**config.mk**
```make
export PLATFORM = sky130hd
export DESIGN_NAME = matrix3x3_add_sub_mul_core_flat
export DESIGN_NICKNAME = d
export VERILOG_FILES = /design/src/m3as_pkg.sv /design/src/m3as_if.sv /design/src/m3as_ram.sv /design/src/m3as_alu.sv /design/src/matrix3x3_add_sub_mul_core.sv /design/src/flat_wrapper.sv
export VERILOG_INCLUDE_DIRS = /design/src /design/src/src
export SDC_FILE = /design/constraint.sdc
export NUM_CORES = 2
export LEC_CHECK = 0
export ABC_AREA = 1
export ABC_CLOCK_PERIOD_IN_PS = 8950
export BUFFER_PORTS_ARGS = -buffer_cell sky130_fd_sc_hd__buf_4
export CAP_MARGIN = 20
export CORE_MARGIN = 1.5
export CORE_UTILIZATION = 50
export CTS_CLUSTER_DIAMETER = 200
export DETAILED_ROUTE_END_ITERATION = 10
export PLACE_DENSITY = 0.72
export SETUP_SLACK_MARGIN = 0.02
export SYNTH_ARGS = -nofsm -noshare
export SYNTH_HDL_FRONTEND = slang
export SYNTH_SLANG_ARGS = --single-unit
```
**constraint.sdc**
```tcl
create_clock -name clk -period 8.95 [get_ports clk]
set_input_delay 0 -clock clk [delete_from_list [all_inputs] [get_ports clk]]
set_output_delay 0 -clock clk [all_outputs]
set_load 0.005 [all_outputs]
```
**src/assert_macros.svh**
```systemverilog
// Assertion macros shared by the matrix core RTL.
// Every macro samples on clk and is disabled while arst_n is low.
`ifndef ASSERT_MACROS_SVH
`define ASSERT_MACROS_SVH

// The condition must hold at every rising clock edge out of reset.
`define M3AS_ASSERT_ALWAYS(lbl, cond, msg) \
	lbl: assert property (@(posedge clk) disable iff (!arst_n) (cond)) else $error(msg);

// When the antecedent holds, the consequent must hold in the next cycle.
`define M3AS_ASSERT_NEXT(lbl, ante, cons, msg) \
	lbl: assert property (@(posedge clk) disable iff (!arst_n) (ante) |=> (cons)) \
		else $error(msg);

`endif

```
**src/m3as_pkg.sv**
```systemverilog
// Package for the matrix add / subtract / multiply core.
// Holds the matrix size, element types, mode codes and operation codes.
`timescale 1ns / 1ps

package m3as_pkg;

	// Matrix dimension; supported range is 2 to 8.
	localparam int DIM    = 3;
	localparam int CELLS  = DIM * DIM;
	localparam int IDX_W  = $clog2(CELLS);
	localparam int DIM_W  = $clog2(DIM);
	localparam int ELEM_W = 32;
	localparam int MODE_W = 2;

	typedef logic signed [ELEM_W-1:0] elem_t;
	typedef logic [IDX_W-1:0]         idx_t;
	typedef logic [DIM_W-1:0]         dim_idx_t;
	typedef logic [MODE_W-1:0]        mode_t;

	// Register codes of operation_mode; the unused code behaves as the product.
	localparam mode_t MODE_ADD = 2'd0;
	localparam mode_t MODE_SUB = 2'd1;
	localparam mode_t MODE_MUL = 2'd2;

	// Operation carried out by the shared arithmetic unit.
	typedef enum logic [1:0] {
		OP_ADD,
		OP_SUB,
		OP_MUL
	} op_t;

	// Control that travels with one read of the element stores.
	typedef struct packed {
		logic vld;
		logic first;
		op_t  op;
	} alu_ctl_t;

endpackage

```
**src/m3as_if.sv**
```systemverilog
// Channel interfaces of the matrix core: element pairs in, results out, mode writes.
// Depends on m3as_pkg for the payload types.
`timescale 1ns / 1ps

interface m3as_in_if;
	logic              valid;
	logic              ready;
	m3as_pkg::elem_t   a_element;
	m3as_pkg::elem_t   b_element;

	modport source (output valid, output a_element, output b_element, input ready);
	modport sink (input valid, input a_element, input b_element, output ready);
endinterface

interface m3as_out_if;
	logic              valid;
	logic              ready;
	m3as_pkg::elem_t   result_element;
	logic              last_element;

	modport source (output valid, output result_element, output last_element, input ready);
	modport sink (input valid, input result_element, input last_element, output ready);
endinterface

interface m3as_cfg_if;
	logic              valid;
	logic              ready;
	m3as_pkg::mode_t   data;

	modport source (output valid, output data, input ready);
	modport sink (input valid, input data, output ready);
endinterface

```
**src/m3as_ram.sv**
```systemverilog
// Generic single-write, single-read RAM with a registered read port.
// Stand-alone; used for both element stores of the matrix core.
`timescale 1ns / 1ps

module m3as_ram #(
	parameter int WIDTH = 32,
	parameter int DEPTH = 9
) (
	input  logic                     clk,
	input  logic                     we,
	input  logic [$clog2(DEPTH)-1:0] waddr,
	input  logic [WIDTH-1:0]         wdata,
	input  logic                     re,
	input  logic [$clog2(DEPTH)-1:0] raddr,
	output logic [WIDTH-1:0]         rdata
);

	logic [WIDTH-1:0] mem_q [DEPTH];

	// Write port.
	always_ff @(posedge clk) begin
		if (we) begin
			mem_q[waddr] <= wdata;
		end
	end

	// Registered read port.
	always_ff @(posedge clk) begin
		if (re) begin
			rdata <= mem_q[raddr];
		end
	end

endmodule

```
**src/m3as_alu.sv**
```systemverilog
// Shared arithmetic unit: one add, subtract or 32x32 multiply per cycle plus an accumulator.
// Depends on m3as_pkg; its operands come from the registered RAM read ports.
`timescale 1ns / 1ps

module m3as_alu (
	input  logic               clk,
	input  logic               arst_n,
	input  m3as_pkg::alu_ctl_t ctl,
	input  m3as_pkg::elem_t    a_data,
	input  m3as_pkg::elem_t    b_data,
	output m3as_pkg::elem_t    acc,
	output logic               busy
);

	import m3as_pkg::*;

	alu_ctl_t ctl_s1;
	logic     vld_s2;
	logic     first_s2;
	elem_t    res_s2;
	elem_t    acc_q;
	elem_t    res_d;

	// One operation on the freshly read pair; all results wrap to 32 bits.
	always_comb begin
		unique case (ctl_s1.op)
			OP_ADD:  res_d = a_data + b_data;
			OP_SUB:  res_d = a_data - b_data;
			OP_MUL:  res_d = a_data * b_data;
			default: res_d = a_data + b_data;
		endcase
	end

	// Control is registered to line up with the RAM read data.
	always_ff @(posedge clk or negedge arst_n) begin
		if (!arst_n) begin
			ctl_s1   <= '0;
			vld_s2   <= 1'b0;
			first_s2 <= 1'b0;
		end else begin
			ctl_s1   <= ctl;
			vld_s2   <= ctl_s1.vld;
			first_s2 <= ctl_s1.first;
		end
	end

	// Operation result and accumulator; the first term of a cell restarts the sum.
	always_ff @(posedge clk) begin
		if (ctl_s1.vld) begin
			res_s2 <= res_d;
		end
		if (vld_s2) begin
			acc_q <= first_s2 ? res_s2 : acc_q + res_s2;
		end
	end

	assign acc  = acc_q;
	assign busy = ctl_s1.vld | vld_s2;

endmodule

```
**src/matrix3x3_add_sub_mul_core.sv**
```systemverilog
// Matrix core: sum, difference or product of two DIM x DIM signed 32-bit matrices.
// Loading takes one pair per cycle in ST_LOAD (DIM*DIM pairs per set, 9 at DIM = 3).
// Each result is built from one read pair per term (one term for add/subtract, DIM for
// the product) via each store's single read port into the shared multiply-accumulate unit.
// The block does not take pairs while results are computed; one result may wait in
// the output register. Reset (arst_n low) clears mode, counters and state; no clearing pass.
`timescale 1ns / 1ps

`include "assert_macros.svh"

module matrix3x3_add_sub_mul_core (
	input  logic       clk,
	input  logic       arst_n,
	m3as_cfg_if.sink   cfg,
	m3as_in_if.sink    in_ch,
	m3as_out_if.source out_ch
);

	import m3as_pkg::*;

	typedef enum logic [1:0] {
		ST_LOAD,
		ST_ISSUE,
		ST_DRAIN
	} state_t;

	localparam idx_t     LAST_IDX = idx_t'(CELLS - 1);
	localparam dim_idx_t LAST_DIM = dim_idx_t'(DIM - 1);

	state_t   state_q;
	mode_t    mode_q;
	op_t      op_q;
	idx_t     load_count_q;
	dim_idx_t row_q;
	dim_idx_t col_q;
	dim_idx_t k_q;
	logic     out_valid_q;
	elem_t    out_result_q;
	logic     out_last_q;

	logic     in_xfer;
	logic     out_free;
	logic     issue;
	logic     emit;
	logic     last_term;
	logic     last_cell;
	idx_t     a_addr;
	idx_t     b_addr;
	elem_t    a_rdata;
	elem_t    b_rdata;
	elem_t    acc;
	logic     alu_busy;
	alu_ctl_t alu_ctl;

	// Mode register; the port never stalls.
	assign cfg.ready = 1'b1;

	always_ff @(posedge clk or negedge arst_n) begin
		if (!arst_n) begin
			mode_q <= MODE_ADD;
		end else if (cfg.valid) begin
			mode_q <= cfg.data;
		end
	end

	// Handshake and sequencing conditions.
	assign in_ch.ready = (state_q == ST_LOAD);
	assign in_xfer     = in_ch.valid & in_ch.ready;
	assign out_free    = ~out_valid_q | out_ch.ready;
	assign issue       = (state_q == ST_ISSUE);
	assign last_term   = (op_q != OP_MUL) || (k_q == LAST_DIM);
	assign last_cell   = (row_q == LAST_DIM) && (col_q == LAST_DIM);

	// A finished cell moves into the output register once the register is free.
	assign emit        = (state_q == ST_DRAIN) && !alu_busy && out_free;

	// Store read addresses: row-major element for add/subtract, row by column for product.
	always_comb begin
		if (op_q == OP_MUL) begin
			a_addr = idx_t'(int'(row_q) * DIM + int'(k_q));
			b_addr = idx_t'(int'(k_q) * DIM + int'(col_q));
		end else begin
			a_addr = idx_t'(int'(row_q) * DIM + int'(col_q));
			b_addr = a_addr;
		end
	end

	assign alu_ctl.vld   = issue;
	assign alu_ctl.first = (k_q == '0);
	assign alu_ctl.op    = op_q;

	m3as_ram #(
		.WIDTH(ELEM_W),
		.DEPTH(CELLS)
	) u_left_store (
		.clk   (clk),
		.we    (in_xfer),
		.waddr (load_count_q),
		.wdata (in_ch.a_element),
		.re    (issue),
		.raddr (a_addr),
		.rdata (a_rdata)
	);

	m3as_ram #(
		.WIDTH(ELEM_W),
		.DEPTH(CELLS)
	) u_right_store (
		.clk   (clk),
		.we    (in_xfer),
		.waddr (load_count_q),
		.wdata (in_ch.b_element),
		.re    (issue),
		.raddr (b_addr),
		.rdata (b_rdata)
	);

	m3as_alu u_alu (
		.clk    (clk),
		.arst_n (arst_n),
		.ctl    (alu_ctl),
		.a_data (a_rdata),
		.b_data (b_rdata),
		.acc    (acc),
		.busy   (alu_busy)
	);

	// Sequencer: load pairs, issue reads for one cell, drain and emit, repeat.
	always_ff @(posedge clk or negedge arst_n) begin
		if (!arst_n) begin
			state_q      <= ST_LOAD;
			op_q         <= OP_ADD;
			load_count_q <= '0;
			row_q        <= '0;
			col_q        <= '0;
			k_q          <= '0;
			out_valid_q  <= 1'b0;
			out_result_q <= '0;
			out_last_q   <= 1'b0;
		end else begin
			out_valid_q <= emit | (out_valid_q & ~out_ch.ready);
			unique case (state_q)
				ST_LOAD: begin
					if (in_xfer) begin
						if (load_count_q == LAST_IDX) begin
							load_count_q <= '0;
							row_q        <= '0;
							col_q        <= '0;
							k_q          <= '0;
							state_q      <= ST_ISSUE;
							unique case (mode_q)
								MODE_ADD: op_q <= OP_ADD;
								MODE_SUB: op_q <= OP_SUB;
								default:  op_q <= OP_MUL;
							endcase
						end else begin
							load_count_q <= load_count_q + 1'b1;
						end
					end
				end
				ST_ISSUE: begin
					if (last_term) begin
						k_q     <= '0;
						state_q <= ST_DRAIN;
					end else begin
						k_q <= k_q + 1'b1;
					end
				end
				ST_DRAIN: begin
					if (emit) begin
						out_result_q <= acc;
						out_last_q   <= last_cell;
						if (last_cell) begin
							state_q <= ST_LOAD;
						end else begin
							state_q <= ST_ISSUE;
							if (col_q == LAST_DIM) begin
								col_q <= '0;
								row_q <= row_q + 1'b1;
							end else begin
								col_q <= col_q + 1'b1;
							end
						end
					end
				end
				default: state_q <= ST_LOAD;
			endcase
		end
	end

	assign out_ch.valid          = out_valid_q;
	assign out_ch.result_element = out_result_q;
	assign out_ch.last_element   = out_last_q;

	// Pairs are never stored while the arithmetic unit still works on a set.
	`M3AS_ASSERT_ALWAYS(a_load_idle, !(in_ch.ready && alu_busy), "pair taken while unit busy")
	// A partial load count exists only in the load state.
	`M3AS_ASSERT_ALWAYS(a_count_load, load_count_q == '0 || state_q == ST_LOAD, "count outside load")
	// The completing pair starts the first cell of the result.
	`M3AS_ASSERT_NEXT(a_set_start, in_xfer && load_count_q == LAST_IDX,
		state_q == ST_ISSUE && row_q == '0 && col_q == '0, "set did not start at cell zero")

endmodule
```
**src/flat_wrapper.sv**
```systemverilog
// flat-port wrapper written by rule: the top's interface ports become plain ports
module matrix3x3_add_sub_mul_core_flat import m3as_pkg::*;
  (clk, arst_n, cfg_valid, cfg_data, cfg_ready, in_ch_valid, in_ch_a_element, in_ch_b_element, in_ch_ready, out_ch_valid, out_ch_result_element, out_ch_last_element, out_ch_ready);
  m3as_cfg_if cfg_i ();
  m3as_in_if in_ch_i ();
  m3as_out_if out_ch_i ();
  input  logic clk;
  input  logic arst_n;
  input wire logic [$bits(cfg_i.valid)-1:0] cfg_valid;
  input wire logic [$bits(cfg_i.data)-1:0] cfg_data;
  output wire logic [$bits(cfg_i.ready)-1:0] cfg_ready;
  input wire logic [$bits(in_ch_i.valid)-1:0] in_ch_valid;
  input wire logic [$bits(in_ch_i.a_element)-1:0] in_ch_a_element;
  input wire logic [$bits(in_ch_i.b_element)-1:0] in_ch_b_element;
  output wire logic [$bits(in_ch_i.ready)-1:0] in_ch_ready;
  output wire logic [$bits(out_ch_i.valid)-1:0] out_ch_valid;
  output wire logic [$bits(out_ch_i.result_element)-1:0] out_ch_result_element;
  output wire logic [$bits(out_ch_i.last_element)-1:0] out_ch_last_element;
  input wire logic [$bits(out_ch_i.ready)-1:0] out_ch_ready;
  assign cfg_i.valid = cfg_valid;
  assign cfg_i.data = cfg_data;
  assign cfg_ready = cfg_i.ready;
  assign in_ch_i.valid = in_ch_valid;
  assign in_ch_i.a_element = in_ch_a_element;
  assign in_ch_i.b_element = in_ch_b_element;
  assign in_ch_ready = in_ch_i.ready;
  assign out_ch_valid = out_ch_i.valid;
  assign out_ch_result_element = out_ch_i.result_element;
  assign out_ch_last_element = out_ch_i.last_element;
  assign out_ch_i.ready = out_ch_ready;
  matrix3x3_add_sub_mul_core u_core (.clk(clk), .arst_n(arst_n), .cfg(cfg_i), .in_ch(in_ch_i), .out_ch(out_ch_i));
endmodule
```
==> impl_metrics.csv <==
group,metric,value,unit
run_status,status,"finished, final reports clean",
placed_design,hpwl,91240,µm
routing,drt_wl_total,132100,µm
synth,synth_edf_count,704,
setup_path,cp_max_fo,23,
timing,clock_skew,36.89,ps
timing,max_freq,136.5,MHz
routing,avgViaCountPerCell,5.393,
synth,yosys_warnings,0,
clocking,hold_buffers,73,
global_route,antenna_found_initial,1,
job,cap_violations,0,
routing,ant_nets,0,
synth,synth_flop_cell,"edfxtp_1",
floorplan,io_pins,107,
setup_path,r2r_slack,1620,ps
global_route,grt_pass1_vias,36720,
global_route,grt_pass1_wl,206500,µm
setup_path,crit_path_start,"u_core.u_right_store.rdata[7]",
synth,ys_seq_area_share,44.17,%
global_route,grt_max_degree,129,
setup_path,worst_r2r_endpoint,"u_core.u_alu.res_s2[31]",
routing,drtIter0Drc,3134,
synth,synthCells,5292,
floorplan,die_w,322.5,µm
timing,fin_crit_sh,81.86,%
floorplan,die_h,322.5,µm
synth,yosys.area.top_type,"edfxtp_1",
clocking,clockBufferDepth,3,
timing,report.final.slew_viol_count,0,
global_route,grt-ovfl-total,0,
cells_and_area,drive_above_1_share,6.828,%
hold_path,hp-start,"in_ch_b_element[30]",
synth,avgSynthCellArea,9.644,µm²
setup_path,reg2reg_from,"u_core.u_right_store.rdata[7]",
global_route,track_usage,25.89,%
setup_path,worstSetupEndpoint,"u_core.u_alu.res_s2[31]",
clocking,cts_htree_levels,3,
routing,vias,36850,
synth,yosysMostFrequentCell,"nand2_1",
clocking,cts.sinks,760,
timing,slew_headroom,26.31,%
clocking,numCtsBuffers,78,
routing,drt-wirelength-per-cell,19.33,µm
timing,rsz0062_at_grt,"false",
clocking,clk_pin_slew_worst_paths,70,ps
synth,post_synth_num_cell_types,56,
setup_path,reg2reg_depth,25,
clocking,ctsResizeCount,0,
clocking,tritoncts,"done",
setup_path,criticalPathCategory,"flop to flop",
synth,synth-seq-cells,760,
clocking,clock-root-buffer,"clkbuf_16",
setup_path,cp-start-kind,"flop",
floorplan,core_area,0.1014,mm²
cells_and_area,finalNetCount,6114,
synth,synth_commonest_cells,"1145 x nand2_1, 1009 x inv_1, 704 x edfxtp_1",
placed_design,gp_congestion,0.9718,
synth,netlist_area,0.05104,mm²
setup_path,endpoint_kind,"flop",
floorplan,rows,117,
timing,period_needed,7326,ps
routing,top_layer,"met4",
timing,setup_viol,0,
clocking,clock_latency,670,ps
timing,fin_setup_tns,0,ps
timing,worst_slew_pin_slew,1105,ps
hold_path,hp-class,"input pin to flop",
cells_and_area,nFillCells,8601,
setup_path,arrival,7730,ps
clocking,post_cts_buffers,0,
cells_and_area,areaGrowthSynthToFinish,10.96,%
synth,synth_top_area_share,41.42,%
synth,syn_nets,6006,
floorplan,fp.dieArea,0.1040,mm²
routing,met2_length,63740,µm
routing,drc_errors,0,
placed_design,io_buffers,105,
setup_path,worst_ep_required_time,9350,ps
timing,finalHoldViolCount,0,
synth,netlist_top_cells_area,"edfxtp_1 41%, fa_1 16%, nand2_1 8.4%, inv_1 7.4%, ha_1 5.6%",
routing,wl_met1,53370,µm
floorplan,start_util,50.31,%
routing,met3_length,10010,µm
synth,async_reset_ff_share,7.368,%
routing,firstDrtPassIters,6,
## layout by cell type, fill, tap and decap left out, types with 6 or more instances in the layout
| cell type | Yosys | routed |
|---|---|---|
| nand4_1 | 17 | 17 |
| dlygate4sd3_1 | 0 | 72 |
| o31ai_1 | 6 | 6 |
| inv_2 | 11 | 11 |
| nor2_1 | 433 | 429 |
| nand3_1 | 116 | 116 |
| o32ai_1 | 56 | 56 |
| nand3b_1 | 9 | 9 |
| a21oi_1 | 119 | 119 |
| clkbuf_1 | 138 | 19 |
| fa_1 | 414 | 414 |
| mux2i_1 | 63 | 63 |
| nor3_2 | 0 | 6 |
| nand2_1 | 1145 | 1145 |
| a31oi_1 | 13 | 13 |
| nor3_1 | 41 | 35 |
| o21ai_1 | 95 | 93 |
| o22ai_1 | 66 | 66 |
| edfxtp_1 | 704 | 704 |
| inv_1 | 1009 | 1007 |
| nor2_4 | 3 | 7 |
| xor2_1 | 51 | 51 |
| dfrtp_1 | 56 | 56 |
| a221oi_1 | 6 | 6 |
| or2_2 | 14 | 14 |
| ha_1 | 229 | 229 |
| o221ai_1 | 10 | 10 |
| buf_4 | 17 | 188 |
| clkinv_2 | 0 | 13 |
| clkinv_1 | 0 | 10 |
| bufinv_16 | 0 | 7 |
| clkbuf_16 | 0 | 82 |
| xnor2_1 | 18 | 18 |
| a21o_1 | 11 | 11 |
| o21ai_0 | 280 | 280 |
| o21bai_1 | 13 | 13 |
| o21ai_2 | 7 | 6 |
## stage by stage
step / util [%] / area (µm²) / hold WS [ps] / setup slack (ps) / cells
after detailed placement: 52.49 / 53250 / 110.0 / 1683 / 6614
after floorplan: - / 51040 / -295.6 / 2168 / 5292
after global routing: 55.82 / 56630 / 105.0 / 1327 / 6832
after CTS: 55.79 / 56600 / 77.96 / 1666 / 6830
final: 55.82 / 56630 / 104.6 / 1624 / 6832
after global placement: 52.49 / 53250 / 104.3 / 1693 / 6614
## critical path: stages (launching register included)
cell and delay [ps]:
edfxtp_1 1080, nand2_1 110, inv_1 100, fa_1 440, fa_1 490, fa_1 520
inv_1 50, fa_1 480, inv_1 50, fa_1 490, inv_1 60, fa_1 540
inv_1 50, fa_1 490, fa_1 410, ha_1 350, a21oi_1 230, o21ai_0 120
a21oi_1 130, nand3_1 170, a21o_1 240, a21o_1 180, inv_1 60, nand2_1 50
nand3_1 70, nand2_1 60
## kinds of logic after synthesis
| group | Yosys count | synth area share, % |
|---|---|---|
| other | 1 | 0.007348 |
| adders and majority gates | 643 | 21.85 |
| xor gates and xnor gates | 70 | 1.216 |
| AOI/OAI and AO/OA | 701 | 7.919 |
| muxes | 65 | 1.280 |
| DFF | 760 | 44.17 |
| buffers and inverters | 1256 | 9.539 |
| and+or+nand+nor | 1796 | 14.02 |
## final cells by class
type,instances,area (µm²),share of cell area (%)
repair buffers,264,2227,3.933
multi-input cells,3276,23720,41.88
clock inverters,41,464.2,0.8197
inverters,1020,3831,6.765
flip-flops and latches,760,22540,39.80
diodes,1,2.502,0.004419
well taps,1368,1712,3.022
clock buffers,102,2137,3.774
## routing by layer
| layer | GRT usage [%] | vias to the layer above |
|---|---|---|
| met5 | 0 | - |
| met4 | 10.15 | 0 |
| met3 | 3.478 | 264 |
| met2 | 43.24 | 1445 |
| met1 | 34.33 | 17990 |
| li1 | - | 17150 |
## state kept, by name, indices dropped and copies added (netlist names)
register                      flops
u_core.u_alu.vld_s2               1
u_core.op_q                       2
u_core.u_alu.acc                 32
u_core.u_alu.res_s2              32
u_core.mode_q                     2
u_core.u_left_store.mem_q       288
u_core.u_right_store.rdata       32
u_core.col_q                      2
u_core.out_ch.result_element     32
u_core.row_q                      2
u_core.u_alu.first_s2             1
u_core.u_left_store.rdata        32
u_core.load_count_q               4
u_core.k_q                        2
u_core.u_right_store.mem_q      288
u_core.u_alu.ctl_s1               4
u_core.out_ch.valid               1
u_core.out_ch.last_element        1
u_core.state_q                    2
## how the worst min path moves through the flow
stage	end	slack, ps	cells after the start
floorplan	u_core.col_q[0]	-300	0
global placement	u_core.out_ch.valid	100	1
detailed placement	u_core.out_ch.valid	110	1
CTS	u_core.u_right_store.mem_q[0][30]	80	2
global route	u_core.u_right_store.mem_q[3][30]	110	2
finish	u_core.u_right_store.mem_q[3][30]	100	2
Power is not shown: default switching activity piles up to over one toggle a cycle in this logic, so the estimate is an artifact.
